`src/rtl/script_tokenizer_core_macros.svh`:
```
// Assertion macros for the tokenizer RTL.
`ifndef SCRIPT_TOKENIZER_CORE_MACROS_SVH
`define SCRIPT_TOKENIZER_CORE_MACROS_SVH

// Implication in the same cycle.
`define STC_ASSERT_HOLDS(label, rst, ante, cons, msg) \
   label: assert property (@(posedge clock) disable iff (rst) (ante) |-> (cons)) \
      else $error(msg);

// Implication into the next cycle.
`define STC_ASSERT_NEXT(label, rst, ante, cons, msg) \
   label: assert property (@(posedge clock) disable iff (rst) (ante) |=> (cons)) \
      else $error(msg);

`endif

```
`src/rtl/stc_pkg.sv`:
```
// Types, constants and keyword table of the script tokenizer.
package stc_pkg;

   localparam int LOOKAHEAD_DEPTH = 8;
   localparam int WIN_CNT_W       = $clog2(LOOKAHEAD_DEPTH + 1);
   localparam int PAT_COUNT       = 36;
   localparam int PAT_MAX_LEN     = 7;
   localparam int PAT_SEL_W       = $clog2(PAT_COUNT);
   localparam int QUEUE_DEPTH     = 4;
   localparam int QPTR_W          = $clog2(QUEUE_DEPTH);
   localparam int QCNT_W          = $clog2(QUEUE_DEPTH + 1);

   localparam logic [5:0] K_EOF     = 6'd0;
   localparam logic [5:0] K_NEWLINE = 6'd1;
   localparam logic [5:0] K_STRING  = 6'd2;
   localparam logic [5:0] K_NUMBER  = 6'd3;
   localparam logic [5:0] K_IDENT   = 6'd38;
   localparam logic [5:0] K_ERROR   = 6'd39;

   localparam logic [1:0] ERR_NONE       = 2'd0;
   localparam logic [1:0] ERR_UNTERM_STR = 2'd1;
   localparam logic [1:0] ERR_SECOND_DOT = 2'd2;
   localparam logic [1:0] ERR_UNEXPECTED = 2'd3;

   localparam logic [7:0] CH_END   = 8'h00;
   localparam logic [7:0] CH_TAB   = 8'h09;
   localparam logic [7:0] CH_NL    = 8'h0A;
   localparam logic [7:0] CH_SPACE = 8'h20;
   localparam logic [7:0] CH_QUOTE = 8'h22;
   localparam logic [7:0] CH_HASH  = 8'h23;
   localparam logic [7:0] CH_DASH  = 8'h2D;
   localparam logic [7:0] CH_DOT   = 8'h2E;
   localparam logic [7:0] CH_SLASH = 8'h2F;
   localparam logic [7:0] CH_USCORE = 8'h5F;

   localparam logic [PAT_MAX_LEN*8-1:0] PAT_TEXT [PAT_COUNT] = '{
      ";", "var", "if", "else", "print", "while", "func", ":", "Number",
      "Boolean", "Bool", "String", "type", "return",
      "+", "-", "*", "/", "%", "(", ")", "{", "}",
      "&&", "||", "^^", "true", "false", "==", "!=", "!", "=", "<=", ">=",
      "<", ">"
   };

   localparam logic [2:0] PAT_LEN [PAT_COUNT] = '{
      3'd1, 3'd3, 3'd2, 3'd4, 3'd5, 3'd5, 3'd4, 3'd1, 3'd6,
      3'd7, 3'd4, 3'd6, 3'd4, 3'd6,
      3'd1, 3'd1, 3'd1, 3'd1, 3'd1, 3'd1, 3'd1, 3'd1, 3'd1,
      3'd2, 3'd2, 3'd2, 3'd4, 3'd5, 3'd2, 3'd2, 3'd1, 3'd1, 3'd2, 3'd2,
      3'd1, 3'd1
   };

   localparam logic [5:0] PAT_KIND [PAT_COUNT] = '{
      6'd4, 6'd5, 6'd6, 6'd7, 6'd8, 6'd9, 6'd10, 6'd11, 6'd12,
      6'd13, 6'd13, 6'd14, 6'd15, 6'd16,
      6'd17, 6'd18, 6'd19, 6'd20, 6'd21, 6'd22, 6'd23, 6'd24, 6'd25,
      6'd26, 6'd27, 6'd28, 6'd29, 6'd29, 6'd30, 6'd31, 6'd32, 6'd33, 6'd34, 6'd35,
      6'd36, 6'd37
   };

   typedef struct packed {
      logic [7:0] code;
      logic       is_end;
      logic       is_space;
      logic       is_num;
      logic       is_ident;
      logic       is_newline;
   } char_info_type;

   typedef struct packed {
      logic          valid;
      char_info_type info;
   } queue_head_type;

   typedef struct packed {
      logic [5:0]  kind;
      logic [1:0]  err;
      logic [15:0] start;
      logic [15:0] length;
      logic [15:0] line;
      logic [15:0] column;
      logic        last;
   } result_type;

   function automatic logic [7:0] pat_char(input int p, input int k);
      int base;
      base = 0;
      pat_char = 8'h00;
      if (k < int'(PAT_LEN[p])) begin
         base = (int'(PAT_LEN[p]) - 1 - k) * 8;
         pat_char = PAT_TEXT[p][base +: 8];
      end
   endfunction

endpackage

```
`src/rtl/stc_channels.sv`:
```
// Handshake channel interfaces for characters in and tokens out.
interface stc_req_if;
   logic       valid;
   logic       ready;
   logic [7:0] char_code;
   modport source (output valid, output char_code, input ready);
   modport sink (input valid, input char_code, output ready);
endinterface

interface stc_rsp_if;
   logic        valid;
   logic        ready;
   logic [5:0]  token_kind;
   logic [1:0]  error_code;
   logic [15:0] token_start;
   logic [15:0] token_length;
   logic [15:0] token_line;
   logic [15:0] token_column;
   logic        last_of_run;
   modport source (output valid, output token_kind, output error_code, output token_start,
                   output token_length, output token_line, output token_column,
                   output last_of_run, input ready);
   modport sink (input valid, input token_kind, input error_code, input token_start,
                 input token_length, input token_line, input token_column,
                 input last_of_run, output ready);
endinterface

```
`src/rtl/stc_front.sv`:
```
// Front end: character classification and input queue.
module stc_front (
   input  logic                    clock,
   input  logic                    reset,
   stc_req_if.sink                 req_if,
   output stc_pkg::queue_head_type head,
   input  logic                    head_pop
);

   stc_pkg::char_info_type       q_mem [stc_pkg::QUEUE_DEPTH];
   logic [stc_pkg::QPTR_W-1:0]   wr_ff, wr_in, rd_ff, rd_in;
   logic [stc_pkg::QCNT_W-1:0]   cnt_ff, cnt_in;
   stc_pkg::char_info_type       cls;
   logic                         push, pop;
   logic [7:0]                   c;

   assign c = req_if.char_code;

   always_comb begin
      cls.code       = c;
      cls.is_end     = (c == stc_pkg::CH_END);
      cls.is_space   = (c == stc_pkg::CH_SPACE) || (c == stc_pkg::CH_TAB);
      cls.is_num     = (c >= "0" && c <= "9") || (c == stc_pkg::CH_DOT);
      cls.is_ident   = (c >= "a" && c <= "z") || (c >= "A" && c <= "Z") ||
                       (c >= "0" && c <= "9") || (c == stc_pkg::CH_DASH) ||
                       (c == stc_pkg::CH_USCORE);
      cls.is_newline = (c == stc_pkg::CH_NL);
   end

   assign req_if.ready = (cnt_ff < stc_pkg::QCNT_W'(stc_pkg::QUEUE_DEPTH));
   assign push         = req_if.valid && req_if.ready;
   assign pop          = head_pop && (cnt_ff != '0);
   assign head.valid   = (cnt_ff != '0);
   assign head.info    = q_mem[rd_ff];

   always_comb begin
      wr_in  = push ? wr_ff + stc_pkg::QPTR_W'(1) : wr_ff;
      rd_in  = pop ? rd_ff + stc_pkg::QPTR_W'(1) : rd_ff;
      cnt_in = cnt_ff + stc_pkg::QCNT_W'(push) - stc_pkg::QCNT_W'(pop);
   end

   always_ff @(posedge clock) begin
      if (reset) begin
         wr_ff  <= '0;
         rd_ff  <= '0;
         cnt_ff <= '0;
      end else begin
         wr_ff  <= wr_in;
         rd_ff  <= rd_in;
         cnt_ff <= cnt_in;
      end
   end

   always_ff @(posedge clock) begin
      if (push) begin
         q_mem[wr_ff] <= cls;
      end
   end

endmodule

```
`src/rtl/stc_back.sv`:
```
// Back end: lookahead window, scanner step and token output register.
module stc_back (
   input  logic                    clock,
   input  logic                    reset,
   input  stc_pkg::queue_head_type head,
   output logic                    head_pop,
   stc_rsp_if.source               rsp_if
);

`include "script_tokenizer_core_macros.svh"

   typedef enum logic [2:0] {
      MODE_IDLE    = 3'd0,
      MODE_COMMENT = 3'd1,
      MODE_STRING  = 3'd2,
      MODE_NUMBER  = 3'd3,
      MODE_IDENT   = 3'd4
   } mode_type;

   typedef enum logic [1:0] {
      SRC_HERE,
      SRC_BEGUN,
      SRC_BEGUN_POP
   } src_type;

   stc_pkg::char_info_type           win_ff [stc_pkg::LOOKAHEAD_DEPTH];
   stc_pkg::char_info_type           win_in [stc_pkg::LOOKAHEAD_DEPTH];
   logic [stc_pkg::WIN_CNT_W-1:0]    cnt_ff, cnt_in;
   mode_type                         mode_ff, mode_in;
   logic                             sd_ff, sd_in;
   logic [15:0]                      pos_ff, pos_in, line_ff, line_in, col_ff, col_in;
   logic [15:0]                      tb_ff, tb_in, bl_ff, bl_in, bc_ff, bc_in;
   logic                             ended_ff, ended_in;
   logic                             busy_ff, busy_in, flush_ff, flush_in;
   logic                             pend_v_ff, pend_v_in, out_v_ff, out_v_in;
   stc_pkg::result_type              pend_ff, pend_in, out_ff, out_in;

   logic [stc_pkg::PAT_COUNT-1:0]    pat_cand;
   logic                             pat_found, pat_full;
   logic [stc_pkg::PAT_SEL_W-1:0]    pat_sel;

   logic                             act_done, act_emit, act_mark, act_tb_pop, act_in_str;
   logic [5:0]                       act_kind;
   logic [1:0]                       act_err;
   src_type                          act_src;
   logic [2:0]                       act_pop;
   logic [15:0]                      act_len;
   mode_type                         act_mode;
   logic                             act_sd;

   logic [16:0]                      pos_sum, col_sum;
   logic [15:0]                      pos_pop, line_pop, col_pop;
   logic                             nl_pop;
   stc_pkg::result_type              new_res;
   logic                             out_free, need_push, do_append;
   stc_pkg::char_info_type           w0;

   assign w0 = win_ff[0];

   // keyword and operator prefix match, first candidate wins
   always_comb begin
      for (int p = 0; p < stc_pkg::PAT_COUNT; p++) begin
         pat_cand[p] = 1'b1;
         for (int k = 0; k < stc_pkg::PAT_MAX_LEN; k++) begin
            if (stc_pkg::WIN_CNT_W'(k) < cnt_ff && 3'(k) < stc_pkg::PAT_LEN[p] &&
                win_ff[k].code != stc_pkg::pat_char(p, k)) begin
               pat_cand[p] = 1'b0;
            end
         end
         if (!(cnt_ff >= stc_pkg::WIN_CNT_W'(stc_pkg::PAT_LEN[p])) && ended_ff) begin
            pat_cand[p] = 1'b0;
         end
      end
      pat_found = 1'b0;
      pat_sel   = '0;
      for (int p = stc_pkg::PAT_COUNT - 1; p >= 0; p--) begin
         if (pat_cand[p]) begin
            pat_found = 1'b1;
            pat_sel   = stc_pkg::PAT_SEL_W'(p);
         end
      end
      pat_full = (cnt_ff >= stc_pkg::WIN_CNT_W'(stc_pkg::PAT_LEN[pat_sel]));
   end

   // one scanner step
   always_comb begin
      act_done   = 1'b0;
      act_emit   = 1'b0;
      act_mark   = 1'b0;
      act_tb_pop = 1'b0;
      act_in_str = 1'b0;
      act_kind   = stc_pkg::K_EOF;
      act_err    = stc_pkg::ERR_NONE;
      act_src    = SRC_HERE;
      act_pop    = 3'd0;
      act_len    = 16'd0;
      act_mode   = mode_ff;
      act_sd     = sd_ff;
      if (mode_ff != MODE_IDLE) begin
         if (cnt_ff == '0) begin
            if (!ended_ff) begin
               act_done = 1'b1;
            end else begin
               act_mode = MODE_IDLE;
               act_src  = SRC_BEGUN;
               unique case (mode_ff)
                  MODE_STRING: begin
                     act_emit = 1'b1;
                     act_kind = stc_pkg::K_ERROR;
                     act_err  = stc_pkg::ERR_UNTERM_STR;
                  end
                  MODE_NUMBER: begin
                     act_emit = 1'b1;
                     act_kind = stc_pkg::K_NUMBER;
                  end
                  MODE_IDENT: begin
                     act_emit = 1'b1;
                     act_kind = stc_pkg::K_IDENT;
                  end
                  default: ;
               endcase
            end
         end else begin
            unique case (mode_ff)
               MODE_COMMENT: begin
                  act_pop = 3'd1;
                  if (w0.is_newline) begin
                     act_mode = MODE_IDLE;
                  end
               end
               MODE_STRING: begin
                  act_pop = 3'd1;
                  if (w0.code == stc_pkg::CH_QUOTE) begin
                     act_emit = 1'b1;
                     act_kind = stc_pkg::K_STRING;
                     act_src  = SRC_BEGUN;
                     act_mode = MODE_IDLE;
                  end else begin
                     act_in_str = 1'b1;
                  end
               end
               MODE_NUMBER: begin
                  if (w0.code == stc_pkg::CH_DOT && sd_ff) begin
                     act_pop  = 3'd1;
                     act_emit = 1'b1;
                     act_kind = stc_pkg::K_ERROR;
                     act_err  = stc_pkg::ERR_SECOND_DOT;
                     act_src  = SRC_BEGUN_POP;
                     act_mode = MODE_IDLE;
                  end else if (w0.is_num) begin
                     act_pop = 3'd1;
                     if (w0.code == stc_pkg::CH_DOT) begin
                        act_sd = 1'b1;
                     end
                  end else begin
                     act_emit = 1'b1;
                     act_kind = stc_pkg::K_NUMBER;
                     act_src  = SRC_BEGUN;
                     act_mode = MODE_IDLE;
                  end
               end
               MODE_IDENT: begin
                  if (w0.is_ident) begin
                     act_pop = 3'd1;
                  end else begin
                     act_emit = 1'b1;
                     act_kind = stc_pkg::K_IDENT;
                     act_src  = SRC_BEGUN;
                     act_mode = MODE_IDLE;
                  end
               end
               default: ;
            endcase
         end
      end else if (cnt_ff == '0) begin
         act_done = 1'b1;
         act_emit = ended_ff;
      end else if (w0.is_space) begin
         act_pop = 3'd1;
      end else if (w0.code == stc_pkg::CH_HASH) begin
         act_mode = MODE_COMMENT;
         act_pop  = 3'd1;
      end else if (w0.code == stc_pkg::CH_SLASH && cnt_ff < stc_pkg::WIN_CNT_W'(2) &&
                   !ended_ff) begin
         act_done = 1'b1;
      end else if (w0.code == stc_pkg::CH_SLASH && cnt_ff >= stc_pkg::WIN_CNT_W'(2) &&
                   win_ff[1].code == stc_pkg::CH_SLASH) begin
         act_mode = MODE_COMMENT;
         act_pop  = 3'd1;
      end else if (w0.is_newline) begin
         act_emit = 1'b1;
         act_kind = stc_pkg::K_NEWLINE;
         act_pop  = 3'd1;
      end else if (w0.code == stc_pkg::CH_QUOTE) begin
         act_mark   = 1'b1;
         act_tb_pop = 1'b1;
         act_pop    = 3'd1;
         act_mode   = MODE_STRING;
      end else if (w0.is_num) begin
         act_mark = 1'b1;
         act_sd   = 1'b0;
         act_mode = MODE_NUMBER;
      end else if (pat_found) begin
         if (!pat_full) begin
            act_done = 1'b1;
         end else begin
            act_emit = 1'b1;
            act_kind = stc_pkg::PAT_KIND[pat_sel];
            act_len  = 16'(stc_pkg::PAT_LEN[pat_sel]);
            act_pop  = stc_pkg::PAT_LEN[pat_sel];
         end
      end else if (w0.is_ident) begin
         act_mark = 1'b1;
         act_mode = MODE_IDENT;
      end else begin
         act_emit = 1'b1;
         act_kind = stc_pkg::K_ERROR;
         act_err  = stc_pkg::ERR_UNEXPECTED;
         act_len  = 16'd1;
         act_pop  = 3'd1;
      end
   end

   // position counters after the step, saturating
   always_comb begin
      pos_sum  = {1'b0, pos_ff} + 17'(act_pop);
      col_sum  = {1'b0, col_ff} + 17'(act_pop);
      pos_pop  = pos_sum[16] ? 16'hFFFF : pos_sum[15:0];
      nl_pop   = (act_pop == 3'd1) && w0.is_newline && !act_in_str;
      line_pop = (nl_pop && line_ff != 16'hFFFF) ? line_ff + 16'd1 : line_ff;
      col_pop  = nl_pop ? 16'd0 : (col_sum[16] ? 16'hFFFF : col_sum[15:0]);
   end

   always_comb begin
      new_res.kind = act_kind;
      new_res.err  = act_err;
      new_res.last = 1'b0;
      case (act_src)
         SRC_BEGUN: begin
            new_res.start  = tb_ff;
            new_res.length = pos_ff - tb_ff;
            new_res.line   = bl_ff;
            new_res.column = bc_ff;
         end
         SRC_BEGUN_POP: begin
            new_res.start  = tb_ff;
            new_res.length = pos_pop - tb_ff;
            new_res.line   = bl_ff;
            new_res.column = bc_ff;
         end
         default: begin
            new_res.start  = pos_ff;
            new_res.length = act_len;
            new_res.line   = line_ff;
            new_res.column = col_ff;
         end
      endcase
   end

   assign out_free  = !out_v_ff || rsp_if.ready;
   assign need_push = (act_emit && pend_v_ff) || (act_done && (pend_v_ff || act_emit));

   always_comb begin
      for (int i = 0; i < stc_pkg::LOOKAHEAD_DEPTH; i++) begin
         win_in[i] = win_ff[i];
      end
      cnt_in    = cnt_ff;
      mode_in   = mode_ff;
      sd_in     = sd_ff;
      pos_in    = pos_ff;
      line_in   = line_ff;
      col_in    = col_ff;
      tb_in     = tb_ff;
      bl_in     = bl_ff;
      bc_in     = bc_ff;
      ended_in  = ended_ff;
      busy_in   = busy_ff;
      flush_in  = flush_ff;
      pend_v_in = pend_v_ff;
      pend_in   = pend_ff;
      out_v_in  = out_v_ff && !rsp_if.ready;
      out_in    = out_ff;
      do_append = 1'b0;
      head_pop  = 1'b0;

      if (flush_ff) begin
         if (out_free) begin
            out_v_in      = 1'b1;
            out_in        = pend_ff;
            out_in.last   = 1'b1;
            pend_v_in     = 1'b0;
            flush_in      = 1'b0;
            busy_in       = 1'b0;
         end
      end else if (busy_ff) begin
         if (!need_push || out_free) begin
            for (int i = 0; i < stc_pkg::LOOKAHEAD_DEPTH; i++) begin
               if (i + int'(act_pop) < stc_pkg::LOOKAHEAD_DEPTH) begin
                  win_in[i] = win_ff[i + int'(act_pop)];
               end
            end
            cnt_in  = cnt_ff - stc_pkg::WIN_CNT_W'(act_pop);
            mode_in = act_mode;
            sd_in   = act_sd;
            pos_in  = pos_pop;
            line_in = line_pop;
            col_in  = col_pop;
            if (act_mark) begin
               tb_in = act_tb_pop ? pos_pop : pos_ff;
               bl_in = line_ff;
               bc_in = col_ff;
            end
            if (act_done) begin
               if (act_emit && pend_v_ff) begin
                  out_v_in  = 1'b1;
                  out_in    = pend_ff;
                  pend_in   = new_res;
                  flush_in  = 1'b1;
               end else begin
                  if (act_emit) begin
                     out_v_in    = 1'b1;
                     out_in      = new_res;
                     out_in.last = 1'b1;
                  end else if (pend_v_ff) begin
                     out_v_in    = 1'b1;
                     out_in      = pend_ff;
                     out_in.last = 1'b1;
                     pend_v_in   = 1'b0;
                  end
                  do_append = head.valid;
                  busy_in   = head.valid;
               end
            end else if (act_emit) begin
               if (pend_v_ff) begin
                  out_v_in = 1'b1;
                  out_in   = pend_ff;
               end
               pend_in   = new_res;
               pend_v_in = 1'b1;
            end
         end
      end else if (head.valid) begin
         do_append = 1'b1;
         busy_in   = 1'b1;
      end

      if (do_append) begin
         head_pop = 1'b1;
         if (!ended_ff) begin
            if (head.info.is_end) begin
               ended_in = 1'b1;
            end else if (cnt_ff < stc_pkg::WIN_CNT_W'(stc_pkg::LOOKAHEAD_DEPTH)) begin
               for (int i = 0; i < stc_pkg::LOOKAHEAD_DEPTH; i++) begin
                  if (stc_pkg::WIN_CNT_W'(i) == cnt_ff) begin
                     win_in[i] = head.info;
                  end
               end
               cnt_in = cnt_ff + stc_pkg::WIN_CNT_W'(1);
            end
         end
      end
   end

   always_ff @(posedge clock) begin
      if (reset) begin
         cnt_ff    <= '0;
         mode_ff   <= MODE_IDLE;
         sd_ff     <= 1'b0;
         pos_ff    <= '0;
         line_ff   <= '0;
         col_ff    <= '0;
         tb_ff     <= '0;
         bl_ff     <= '0;
         bc_ff     <= '0;
         ended_ff  <= 1'b0;
         busy_ff   <= 1'b0;
         flush_ff  <= 1'b0;
         pend_v_ff <= 1'b0;
         out_v_ff  <= 1'b0;
      end else begin
         cnt_ff    <= cnt_in;
         mode_ff   <= mode_in;
         sd_ff     <= sd_in;
         pos_ff    <= pos_in;
         line_ff   <= line_in;
         col_ff    <= col_in;
         tb_ff     <= tb_in;
         bl_ff     <= bl_in;
         bc_ff     <= bc_in;
         ended_ff  <= ended_in;
         busy_ff   <= busy_in;
         flush_ff  <= flush_in;
         pend_v_ff <= pend_v_in;
         out_v_ff  <= out_v_in;
      end
   end

   always_ff @(posedge clock) begin
      for (int i = 0; i < stc_pkg::LOOKAHEAD_DEPTH; i++) begin
         win_ff[i] <= win_in[i];
      end
      pend_ff <= pend_in;
      out_ff  <= out_in;
   end

   assign rsp_if.valid        = out_v_ff;
   assign rsp_if.token_kind   = out_ff.kind;
   assign rsp_if.error_code   = out_ff.err;
   assign rsp_if.token_start  = out_ff.start;
   assign rsp_if.token_length = out_ff.length;
   assign rsp_if.token_line   = out_ff.line;
   assign rsp_if.token_column = out_ff.column;
   assign rsp_if.last_of_run  = out_ff.last;

   `STC_ASSERT_HOLDS(a_idle_no_pending, reset, !busy_ff && !flush_ff, !pend_v_ff,
      "held token outside a run")
   `STC_ASSERT_HOLDS(a_flush_has_pending, reset, flush_ff, pend_v_ff,
      "flush without a held token")
   `STC_ASSERT_HOLDS(a_idle_token_open, reset, !busy_ff, mode_ff == MODE_IDLE || cnt_ff == '0,
      "open token with characters left in window")
   `STC_ASSERT_NEXT(a_flush_drains, reset, flush_ff && (!out_v_ff || rsp_if.ready),
      !flush_ff && !pend_v_ff, "flush did not complete")

endmodule

```
`src/rtl/script_tokenizer_core.sv`:
```
// Script tokenizer top level: character queue feeding the scanner back end.
// A character passes through the queue and the lookahead window before the token it ends is registered.
// Throughput: one scanner step per cycle, held while the output register is full; a character
// enters the window only when idle or in the step that closes a run, never in mid-run.
// A four-entry character queue and a one-token output register decouple the two sides.
// Reset is synchronous and clears queue, scanner state and output; no clearing pass.
module script_tokenizer_core (
   input logic       clock,
   input logic       reset,
   stc_req_if.sink   req_if,
   stc_rsp_if.source rsp_if
);

   stc_pkg::queue_head_type head;
   logic                    head_pop;

   stc_front u_front (
      .clock    (clock),
      .reset    (reset),
      .req_if   (req_if),
      .head     (head),
      .head_pop (head_pop)
   );

   stc_back u_back (
      .clock    (clock),
      .reset    (reset),
      .head     (head),
      .head_pop (head_pop),
      .rsp_if   (rsp_if)
   );

endmodule

```
`src/flat_wrapper.sv`:
```
// flat-port wrapper written by rule: the top's interface ports become plain ports
module script_tokenizer_core_flat 
  (clock, reset, req_if_valid, req_if_char_code, req_if_ready, rsp_if_valid, rsp_if_token_kind, rsp_if_error_code, rsp_if_token_start, rsp_if_token_length, rsp_if_token_line, rsp_if_token_column, rsp_if_last_of_run, rsp_if_ready);
  stc_req_if req_if_i ();
  stc_rsp_if rsp_if_i ();
  input logic clock;
  input logic reset;
  input wire logic [$bits(req_if_i.valid)-1:0] req_if_valid;
  input wire logic [$bits(req_if_i.char_code)-1:0] req_if_char_code;
  output wire logic [$bits(req_if_i.ready)-1:0] req_if_ready;
  output wire logic [$bits(rsp_if_i.valid)-1:0] rsp_if_valid;
  output wire logic [$bits(rsp_if_i.token_kind)-1:0] rsp_if_token_kind;
  output wire logic [$bits(rsp_if_i.error_code)-1:0] rsp_if_error_code;
  output wire logic [$bits(rsp_if_i.token_start)-1:0] rsp_if_token_start;
  output wire logic [$bits(rsp_if_i.token_length)-1:0] rsp_if_token_length;
  output wire logic [$bits(rsp_if_i.token_line)-1:0] rsp_if_token_line;
  output wire logic [$bits(rsp_if_i.token_column)-1:0] rsp_if_token_column;
  output wire logic [$bits(rsp_if_i.last_of_run)-1:0] rsp_if_last_of_run;
  input wire logic [$bits(rsp_if_i.ready)-1:0] rsp_if_ready;
  assign req_if_i.valid = req_if_valid;
  assign req_if_i.char_code = req_if_char_code;
  assign req_if_ready = req_if_i.ready;
  assign rsp_if_valid = rsp_if_i.valid;
  assign rsp_if_token_kind = rsp_if_i.token_kind;
  assign rsp_if_error_code = rsp_if_i.error_code;
  assign rsp_if_token_start = rsp_if_i.token_start;
  assign rsp_if_token_length = rsp_if_i.token_length;
  assign rsp_if_token_line = rsp_if_i.token_line;
  assign rsp_if_token_column = rsp_if_i.token_column;
  assign rsp_if_last_of_run = rsp_if_i.last_of_run;
  assign rsp_if_i.ready = rsp_if_ready;
  script_tokenizer_core u_core (.clock(clock), .reset(reset), .req_if(req_if_i), .rsp_if(rsp_if_i));
endmodule
```
`config.mk`:
```
export PLATFORM = sky130hd
export DESIGN_NAME = script_tokenizer_core_flat
export DESIGN_NICKNAME = d
export VERILOG_FILES = /design/src/rtl/stc_pkg.sv /design/src/rtl/stc_channels.sv /design/src/rtl/stc_front.sv /design/src/rtl/stc_back.sv /design/src/rtl/script_tokenizer_core.sv /design/src/flat_wrapper.sv
export VERILOG_INCLUDE_DIRS = /design/src /design/src/rtl
export SDC_FILE = /design/constraint.sdc
export NUM_CORES = 1
export LEC_CHECK = 0
export BUFFER_PORTS_ARGS = -buffer_cell sky130_fd_sc_hd__buf_4
export CORE_UTILIZATION = 30
export DETAILED_ROUTE_END_ITERATION = 7
export PLACE_DENSITY = 0.47
export SYNTH_ARGS = -nofsm -noshare
export SYNTH_HDL_FRONTEND = slang
export SYNTH_SLANG_ARGS = --single-unit
```
`constraint.sdc`:
```
create_clock -name clock -period 14.05 [get_ports clock]
set_clock_uncertainty 0.2 [all_clocks]
set_input_delay 2.1075 -clock clock [delete_from_list [all_inputs] [get_ports clock]]
set_output_delay 2.1075 -clock clock [all_outputs]
set_load 0.05 [all_outputs]
```
==> out/results.tsv, run 1 <==
metric	value	unit
Max Cap Violations	0	
Cell variety after synth	111	
Slowest-stage cell, CP	or3b_1	
DR iter-0 viols	1896	
fraction of registers with async set/reset	0	
endpoint class of the critical path	register	
first drt pass iteration count	6	
Cell Rows	106	
R2R setup slack	1.28	ns
Final TNS setup	0	ns
Post-DP HPWL	60400	µm
die span in x	293	µm
HP Start	u_core.u_back.tb_ff[8]$_SDFFE_PP0P_	
Routed WL	90600	µm
Synth Register Bits	411	
layout net count	2744	
minimum clock period	12.77	ns
period utilization	0.909	
Rel. slew slack	0.0724	
CP Data Required Time	14.21	ns
syn_area_per_cell	9.38	µm²
RSZ-0062 raised after global routing	no	
Max VDD drop	0.288	mV
CTS Buf Count	48	
layout cells sized above 1	0.159	
Detail Route Antenna Nets	0	
initial antenna violation count	3	
clock-pin slew on the worst setup and hold paths	0.07	ns
first-pass GRT wire length	135000	µm
fmax	78.3	MHz
Initial Util	0.304	
Post-synth top cells	307 x nand2_1, 214 x dfxtp_1, 197 x edfxtp_1	
via count	22000	
Synthesis Warnings	0	
Synth top area share	0.232	
Sink Count	411	
Port-buffer cells	86	
routed wire length per instance	23.5	µm
most area-hungry cell type in the Yosys netlist	edfxtp_1	
clock tree from TritonCTS	yes	
CORE AREA	0.0838	mm²
post-CTS setup buffers	0	
DP Area	0.0270	mm²
Most common cell on crit path	o21ai_0	
vias in the first global route	21000	
Die Y	293	µm
Area contributors post-synth	edfxtp_1 23%, dfxtp_1 17%, mux2_2 5.2%	
CP startpoint kind	register	
vias per cell	5.71	
Hold Crit Class	register to register	
Syn Nets	2785	
Area growth syn-to-layout	12.4	%
Syn Inst Count	2714	
final core occ	0.341	
die area	0.0860	mm²
Pwr Density	278	mW/mm²
DR DRC count	0	
Pins Over Slew Limit	0	
worst flop-to-flop path startpoint	u_core.u_back.cnt_ff[1]$_SDFF_PP0_	
design area	0.0286	mm²
WP data arrival	12.93	ns
WS Path Type	register to register	
Main synth FF type	dfxtp_1	
Slew @ Worst Pin	1.37	ns
Static Leakage	9.86	nW
clock latency on the worst-skew pair	0.61	ns
Max Buffers Root-to-Sink	3	
Root Driver	clkbuf_16	
Top-Level Pins	87	
status	completed	
Final Hold Fails	0	
H-tree levels	2	
Seq/Total Area, Yosys	0.401	
largest net degree at the start of global routing	89	
routability cong.	0.893	
CP Launch Point	u_core.u_back.cnt_ff[1]$_SDFF_PP0_	
final setup vio count	0	
maximum fanout along the worst path	22	
hold-fix buffers at CTS	0	
Total GRT Usage	0.204	
Synth Cell Area	0.0255	mm²
Critical Path Max Stage Delay	0.78	ns
total grt overflow	0	
number of flops mapped to enable cells by yosys	197	
most frequent cell after synthesis	nand2_1	
where the power goes:
part           internal, mW  switching (mW)
logic                  1.68            2.96
clock network         0.771           0.532
registers              1.62           0.384
layout make-up:
cell class                      instances  area (µm²)
Tap cell                             1134        1420
Clock buffer                           69        1400
Inverter                               76         288
Antenna cell                            1        2.50
Multi-Input combinational cell       2008       14100
Clock inverter                         21         239
Sequential cell                       411       10200
Fill cell                            8627       55200
Timing Repair Buffer                  128         958
flip-flops by register name, indices dropped and copies added, names as in the netlist, 2 cells and up, named ones only:
signal,count
u_core.u_back.win_ff,96
u_core.u_back.pend_ff,72
u_core.u_front.q_mem,52
u_core.u_back.bc_ff,16
u_core.u_back.bl_ff,16
u_core.u_back.col_ff,16
u_core.u_back.line_ff,16
u_core.u_back.pos_ff,16
u_core.u_back.rsp_if.token_column,16
u_core.u_back.rsp_if.token_length,16
u_core.u_back.rsp_if.token_line,16
u_core.u_back.rsp_if.token_start,16
u_core.u_back.tb_ff,16
u_core.u_back.rsp_if.token_kind,6
u_core.u_back.cnt_ff,4
u_core.u_back.mode_ff,3
u_core.u_front.cnt_ff,3
u_core.u_back.rsp_if.error_code,2
u_core.u_front.rd_ff,2
u_core.u_front.wr_ff,2
worst max-delay path: cells and delay by family, from the launching register on:
kind | cells | cell delay (ns)
flops | 1 | 0.47
fa+ha+maj | 7 | 2.15
buf+inv | 1 | 0.27
compound gates | 23 | 4.55
simple gates | 17 | 4.90
metrics by stage:
step           power, mW  worst slack (ns)  hold slack, ns  std cells
3_5_place_dp        6.55              1.18           0.244       3755
4_1_cts             7.89              1.08           0.252       3845
2_1_floorplan       5.18              3.20           0.232       2714
5_1_grt             8.39            0.0782           0.267       3847
6_report            7.95              1.28           0.251       3848
3_3_place_gp        6.52              1.46           0.240       3755
cell families (layout without fill, tap and decap cells):
group,Yosys count,after routing,share of synthesized area
xor gates and xnor gates,34,34,0.0117
adders and majority gates,59,59,0.0305
buffers and inverters,296,294,0.0493
muxes,283,283,0.134
other,0,1,0
AOI/OAI and AO/OA,700,700,0.189
DFF,411,411,0.401
and+or+nand+nor,931,932,0.185
cells in the final DEF, fill, tap and decap left out, types with 12 or more instances in the layout:
cell type / instances
a211o_1: 14
a211oi_1: 61
a21oi_1: 173
a221o_1: 19
a222oi_1: 13
a22oi_1: 26
a31oi_1: 31
and2_1: 28
and3_1: 41
buf_4: 127
clkbuf_16: 49
dfxtp_1: 214
edfxtp_1: 197
ha_1: 53
inv_1: 75
mux2_2: 117
mux2i_1: 131
mux4_2: 35
nand2_1: 305
nand2b_1: 22
nand3_1: 81
nand3b_1: 13
nand4_1: 16
nor2_1: 188
nor2b_1: 25
nor3_1: 66
nor4_1: 21
o211ai_1: 53
o21a_1: 22
o21ai_0: 120
o21ai_1: 13
o22ai_1: 28
o31ai_1: 13
or2_2: 12
xnor2_1: 27
final timing paths:
path                                                                   endpoint  cells after the start
worst min-delay path                        u_core.u_back.tb_ff[8]$_SDFFE_PP0P_                      2
worst max-delay path            u_core.u_back.rsp_if.token_length[14]$_DFFE_PP_                     48
worst max register to register  u_core.u_back.rsp_if.token_length[14]$_DFFE_PP_                     48
worst min register to register              u_core.u_back.tb_ff[8]$_SDFFE_PP0P_                      2
repair_timing:
action | 4_1_cts | 5_1_grt
hold endpoints to repair | 0 | 0
gates resized for setup | 0 | 1
setup endpoints to repair | 0 | 1
layer usage:
layer	part of all wire	vias to the layer above	global-route usage
met1	0.45	10800	0.288
met2	0.45	856	0.319
met4	0.030	0	0.0647
li1	-	10100	-
met5	0	-	0
met3	0.069	158	0.0321
Power figures use the tool's default switching activity.
==> run 2: changes to the inputs <==
==> constraint.sdc (replaced) <==
create_clock -name clock -period 15.75 [get_ports clock]
set_clock_uncertainty 0.2 [all_clocks]
set_input_delay 2.3625 -clock clock [delete_from_list [all_inputs] [get_ports clock]]
set_output_delay 2.3625 -clock clock [all_outputs]
set_load 0.05 [all_outputs]
==> run 2 against run 1 <==
Register-to-register slack improved by 1.3 ns. Flip-flop and latch count unchanged. Largest power group unchanged. Total power decreased by 12%. Clock power down 15%. Critical path type unchanged.
==> out/results.tsv, run 2 (synthesized netlist as in run 1, its figures left out) <==
metric	value	unit	change
status	completed		unchanged
largest net degree at the start of global routing	89		unchanged
Max VDD drop	0.248	mV	was 0.288 mV
Final TNS setup	0	ns	unchanged
Static Leakage	9.80	nW	was 9.86 nW
vias in the first global route	20900		was 21000
Root Driver	clkbuf_16		unchanged
R2R setup slack	2.57	ns	was 1.28 ns
Reg2Reg Depth	45		was 48
hold-fix buffers at CTS	0		unchanged
clock-pin slew on the worst setup and hold paths	0.06	ns	was 0.07 ns
Rel. slew slack	0.141		was 0.0724
Max Buffers Root-to-Sink	3		unchanged
initial antenna violation count	2		was 3
Total GRT Usage	0.201		was 0.204
Die Y	293	µm	unchanged
DR iter-0 viols	1964		was 1896
layout cells sized above 1	0.156		was 0.159
Post-DP HPWL	60200	µm	was 60400 µm
Port-buffer cells	86		unchanged
Area growth syn-to-layout	12.0	%	was 12.4%
period utilization	0.837		was 0.909
Slowest-stage cell, CP	o21ai_0		was or3b_1
RSZ-0062 raised after global routing	no		unchanged
Pwr Density	246	mW/mm²	was 278 mW/mm²
total grt overflow	0		unchanged
vias per cell	5.72		was 5.71
Slew @ Worst Pin	1.28	ns	was 1.37 ns
Cell Rows	106		unchanged
Hold Crit Class	register to register		unchanged
die span in x	293	µm	unchanged
layout net count	2740		was 2744
WP data arrival	13.35	ns	was 12.93 ns
# resized after CTS	0		unchanged
top flop regs	u_core.u_back.win_ff: 96 flops, u_core.u_back.pend_ff: 72 flops, u_core.u_front.q_mem: 52 flops		unchanged
post-CTS setup buffers	0		unchanged
worst reg2reg path endpoint	u_core.u_back.rsp_if.token_length[14]$_DFFE_PP_		unchanged
Initial Util	0.304		unchanged
flip-flop count of the largest register after layout	96		unchanged
clock tree from TritonCTS	yes		unchanged
CP Data Required Time	15.92	ns	was 14.21 ns
final setup vio count	0		unchanged
CORE AREA	0.0838	mm²	unchanged
M3 GR Usage	0.0286		was 0.0321
routability cong.	0.893		unchanged
Max Cap Violations	0		unchanged
first-pass GRT wire length	133000	µm	was 135000 µm
Sink Count	411		unchanged
die area	0.0860	mm²	unchanged
DR DRC count	0		unchanged
Critical Path Max Stage Delay	1.22	ns	was 0.78 ns
Routed WL	89200	µm	was 90600 µm
grt met1 use	0.289		was 0.288
Detail Route Antenna Nets	0		unchanged
ANT cells	0		was 1
WS Path Type	register to register		unchanged
met2 Usage GRT	0.308		was 0.319
minimum clock period	13.18	ns	was 12.77 ns
minimum hold slack	0.251	ns	about the same
Most common cell on crit path	o21ai_0		unchanged
most common cell after layout, fill and taps aside	nand2_1		unchanged
clock latency on the worst-skew pair	0.60	ns	was 0.61 ns
H-tree levels	2		unchanged
commonest non-fill, non-tap cells in the layout	305 x nand2_1, 214 x dfxtp_1, 197 x edfxtp_1, 188 x nor2_1, 173 x a21oi_1		unchanged
via count	22000		about the same
maximum fanout along the worst path	44		was 22
first drt pass iteration count	7		was 6
Hold EP	u_core.u_back.tb_ff[8]$_SDFFE_PP0P_		unchanged
worst flop-to-flop path startpoint	u_core.u_back.cnt_ff[1]$_SDFF_PP0_		unchanged
HP Start	u_core.u_back.tb_ff[8]$_SDFFE_PP0P_		unchanged
GR peak layer	met2		unchanged
Pins Over Slew Limit	0		unchanged
Final Hold Fails	0		unchanged
Hold Path Depth	2		unchanged
endpoint class of the critical path	register		unchanged
routed wire length per instance	23.2	µm	was 23.5 µm
CTS Buf Count	48		unchanged
fmax	75.9	MHz	was 78.3 MHz
Largest Register	u_core.u_back.win_ff		unchanged
CP startpoint kind	register		unchanged
Top-Level Pins	87		unchanged
[run 2: worst max-delay path by stage]
| stage | cells after the start | start | endpoint |
|---|---|---|---|
| after floorplan | 54 | u_core.u_back.cnt_ff[1]$_SDFF_PP0_ | u_core.u_back.rsp_if.token_length[14]$_DFFE_PP_ |
| after global placement | 45 | u_core.u_back.cnt_ff[1]$_SDFF_PP0_ | u_core.u_back.rsp_if.token_length[14]$_DFFE_PP_ |
| after detailed placement | 45 | u_core.u_back.cnt_ff[1]$_SDFF_PP0_ | u_core.u_back.rsp_if.token_length[14]$_DFFE_PP_ |
| after CTS | 45 | u_core.u_back.cnt_ff[1]$_SDFF_PP0_ | u_core.u_back.rsp_if.token_length[14]$_DFFE_PP_ |
| after global routing | 45 | u_core.u_back.cnt_ff[1]$_SDFF_PP0_ | u_core.u_back.rsp_if.token_length[14]$_DFFE_PP_ |
| final | 45 | u_core.u_back.cnt_ff[1]$_SDFF_PP0_ | u_core.u_back.rsp_if.token_length[14]$_DFFE_PP_ |
[run 2: cell type report]
| class | instances | area, µm² |
|---|---|---|
| clock buffers | 65 | 1340 |
| clock inverters | 21 | 218 |
| fillers | 8640 | 55300 |
| inverters | 76 | 288 |
| multi-input cells | 2007 | 14100 |
| flip-flops and latches | 411 | 10200 |
| well taps | 1134 | 1420 |
| repair buffers | 125 | 938 |
[run 2: worst max-delay path, delay by kind of cell, from the launching register on]
family / cells / cell delay [ns]
AO/OA/AOI/OAI: 19 / 4.90
buffers and inverters: 2 / 0.30
AND/OR/NAND/NOR: 18 / 5.12
adder cells (fa/ha/maj): 6 / 1.83
flip-flops: 1 / 0.62
[run 2: metal layers]
metal  part of all wire  wire length, µm
met1               0.46            41400
met2               0.44            39100
met3              0.066             5890
met4              0.030             2720
met5            0.00019               17
[run 2: metrics by stage]
| stage | cells | total power, mW | setup WS [ns] | utilization | cell area [µm²] |
|---|---|---|---|---|---|
| 3_5_place_dp | 3753 | 5.84 | 2.74 | 0.321 | 26900 |
| 4_1_cts | 3839 | 6.97 | 2.68 | 0.340 | 28500 |
| 2_1_floorplan | 2714 | 4.62 | 4.90 | - | 25500 |
| 5_1_grt | 3839 | 7.39 | 1.37 | 0.340 | 28500 |
| 3_3_place_gp | 3753 | 5.80 | 3.19 | 0.321 | 26900 |
| 6_report | 3839 | 7.02 | 2.57 | 0.340 | 28500 |
[run 2: where the power goes]
group | total [mW] | switching, mW | internal [mW]
combinational | 4.12 | 2.63 | 1.49
sequential | 1.79 | 0.343 | 1.45
clock | 1.11 | 0.463 | 0.647
total | 7.02 | 3.43 | 3.59
==> run 3: changes to the inputs <==
--- a/config.mk
+++ b/config.mk
@@ -9,7 +9,7 @@
 export BUFFER_PORTS_ARGS = -buffer_cell sky130_fd_sc_hd__buf_4
 export CORE_UTILIZATION = 30
 export DETAILED_ROUTE_END_ITERATION = 7
-export PLACE_DENSITY = 0.47
+export PLACE_DENSITY = 0.49
 export SYNTH_ARGS = -nofsm -noshare
 export SYNTH_HDL_FRONTEND = slang
 export SYNTH_SLANG_ARGS = --single-unit
==> constraint.sdc (replaced) <==
create_clock -name clock -period 10.6 [get_ports clock]
set_clock_uncertainty 0.2 [all_clocks]
set_input_delay 1.59 -clock clock [delete_from_list [all_inputs] [get_ports clock]]
set_output_delay 1.59 -clock clock [all_outputs]
set_load 0.05 [all_outputs]
==> run 3 against run 2 <==
The flow now finishes with violations (design-rule violations). Critical path depth increased by 2. Non-clock buffer count increased by 117. Maximum frequency increased by 33%. Global-route usage increased by 0.35 points. Utilization increased by 1.4 points. Sequential power increased by 39%. Flip-flop and latch count unchanged. Final area increased by 4.2%. Sequential share of layout area decreased by 1.4 points. Worst hold slack about the same. Highest routed layer unchanged. Cell count increased by 3.2%. Die area unchanged.
==> out/results.tsv, run 3 (synthesized netlist as in run 1, its figures left out) <==
metric	value	unit	change
total grt overflow	0		unchanged
Max VDD drop	0.291	mV	was 0.248 mV
endpoint class of the critical path	register		unchanged
DP Area	0.0278	mm²	was 0.0269 mm²
die area	0.0860	mm²	unchanged
clock tree from TritonCTS	yes		unchanged
WS Path Type	register to register		unchanged
initial antenna violation count	3		was 2
CTS Buf Count	49		was 48
largest net degree at the start of global routing	92		was 89
via count	22600		was 22000
Pwr Total	11.1	mW	was 7.02 mW
commonest non-fill, non-tap cells in the layout	305 x nand2_1, 240 x buf_4, 212 x dfxtp_1, 197 x edfxtp_1, 187 x nor2_1		was 305 x nand2_1, 214 x dfxtp_1, 197 x edfxtp_1, 188 x nor2_1, 173 x a21oi_1
fmax	101	MHz	was 75.9 MHz
Buf/Inv on CP	5		was 2
DR DRC count	1		was 0
H-tree levels	2		unchanged
hold-fix buffers at CTS	0		unchanged
Cell Rows	106		unchanged
die span in x	293	µm	unchanged
vias per cell	5.69		was 5.72
Post-DP HPWL	63200	µm	was 60200 µm
Rel. slew slack	0.122		was 0.141
routed wire length per instance	22.9	µm	was 23.2 µm
Max Cap Violations	0		unchanged
fillers	8500		was 8640
DR iter-0 viols	2426		was 1964
Top-Level Pins	87		unchanged
Critical Path Max Stage Delay	0.81	ns	was 1.22 ns
maximum fanout along the worst path	11		was 44
Total GRT Usage	0.205		was 0.201
Most common cell on crit path	o21ai_1		was o21ai_0
first-pass GRT wire length	136000	µm	was 133000 µm
CORE AREA	0.0838	mm²	unchanged
design area	0.0297	mm²	was 0.0285 mm²
Slowest-stage cell, CP	nor4_1		was o21ai_0
final setup vio count	0		unchanged
period utilization	0.936		was 0.837
CP startpoint kind	register		unchanged
Pwr Density	372	mW/mm²	was 246 mW/mm²
clock-pin slew on the worst setup and hold paths	0.06	ns	about the same
minimum clock period	9.93	ns	was 13.18 ns
vias in the first global route	21500		was 20900
Routed WL	90600	µm	was 89200 µm
Largest Register	u_core.u_back.win_ff		unchanged
WP data arrival	10.10	ns	was 13.35 ns
Port-buffer cells	86		unchanged
clock latency on the worst-skew pair	0.61	ns	was 0.60 ns
Detail Route Antenna Nets	0		unchanged
Final Hold Fails	0		unchanged
Root Driver	clkbuf_16		unchanged
failing checks	design-rule violations		
layout cells sized above 1	0.203		was 0.156
Static Leakage	10.4	nW	was 9.80 nW
status	finished with violations		was completed
Sink Count	411		unchanged
most common cell after layout, fill and taps aside	nand2_1		unchanged
first drt pass iteration count	8		was 7
top flop regs	u_core.u_back.win_ff: 96 flops, u_core.u_back.pend_ff: 72 flops, u_core.u_front.q_mem: 52 flops		unchanged
Die Y	293	µm	unchanged
routability cong.	0.955		was 0.893
Hold Crit Class	register to register		unchanged
Pins Over Slew Limit	0		unchanged
Max Buffers Root-to-Sink	3		unchanged
Area growth syn-to-layout	16.6	%	was 12.0%
Initial Util	0.304		unchanged
Crit path max-delay family	compound AO/OA/AOI/OAI gates		was simple AND/OR/NAND/NOR gates
CP Data Required Time	10.77	ns	was 15.92 ns
flip-flop count of the largest register after layout	96		unchanged
final core occ	0.354		was 0.340
Slew @ Worst Pin	1.32	ns	was 1.28 ns
layout net count	2858		was 2740
==> run 3: cell types whose count changed in the layout (fill, tap and decap cells not counted), sizes merged <==
cell / before / now
inv: 78 / 76
buf: 125 / 242
diode: 0 / 1
bufinv: 3 / 4
clkinvlp: 2 / 4
clkbuf: 65 / 70
==> run 3: what timing repair did <==
item,in CTS,in global routing
buffers inserted,1,4
gates resized for setup,6,42
endpoints found under the setup margin,1,14
pin swaps,0,5
==> run 3: final timing paths <==
check                                                         end                                 start  depth (start not counted)  slack [ns]
hold reg to reg              u_core.u_back.bl_ff[11]$_SDFFE_PP0P_  u_core.u_back.bl_ff[11]$_SDFFE_PP0P_                          2        0.25
setup reg to reg  u_core.u_back.rsp_if.token_length[14]$_DFFE_PP_    u_core.u_back.cnt_ff[1]$_SDFF_PP0_                         47        0.67
hold / removal               u_core.u_back.bl_ff[11]$_SDFFE_PP0P_  u_core.u_back.bl_ff[11]$_SDFFE_PP0P_                          2        0.25
setup / recovery  u_core.u_back.rsp_if.token_length[14]$_DFFE_PP_    u_core.u_back.cnt_ff[1]$_SDFF_PP0_                         47        0.67
==> run 3: per-layer routing <==
metal / track usage / vias to the layer above / share of wire
met4: 0.0700 / 2 / 0.033
met3: 0.0356 / 185 / 0.073
met5: 0 / - / 0.00012
li1: - / 10300 / -
met1: 0.282 / 11000 / 0.45
met2: 0.322 / 998 / 0.45
==> run 3: stage by stage <==
| step | instances | TNS, ns | worst slack [ns] | hold WS [ns] |
|---|---|---|---|---|
| after global placement | 3864 | 0 | 0.197 | 0.240 |
| after detailed placement | 3865 | 0 | 0.0415 | 0.244 |
| after CTS | 3958 | 0 | 0.00285 | 0.252 |
| after floorplan | 2714 | 0 | 0.00877 | 0.232 |
| after global routing | 3962 | -0.0124 | -0.0124 | 0.268 |
| final | 3963 | 0 | 0.674 | 0.251 |
==> run 3: tightest hold or removal path: stages (launching register included) <==
cell and delay (ns):
dfxtp_1 0.30, nand2_1 0.05, a21oi_1 0.05
==> run 3: final cells by class <==
type,instances,area (µm²),share of cell area
Antenna cell,1,2.50,0.0000843
Multi-Input combinational cell,2007,14300,0.481
Clock inverter,22,246,0.00830
Sequential cell,411,10200,0.344
Timing Repair Buffer,242,1830,0.0617
Clock buffer,70,1420,0.0479
Inverter,76,292,0.00982
Tap cell,1134,1420,0.0478
==> run 3: where the power goes <==
group	leakage (nW)	switching (mW)	internal, mW
clock network	0.812	0.715	1.04
logic	6.05	4.28	2.53
registers	3.59	0.345	2.15
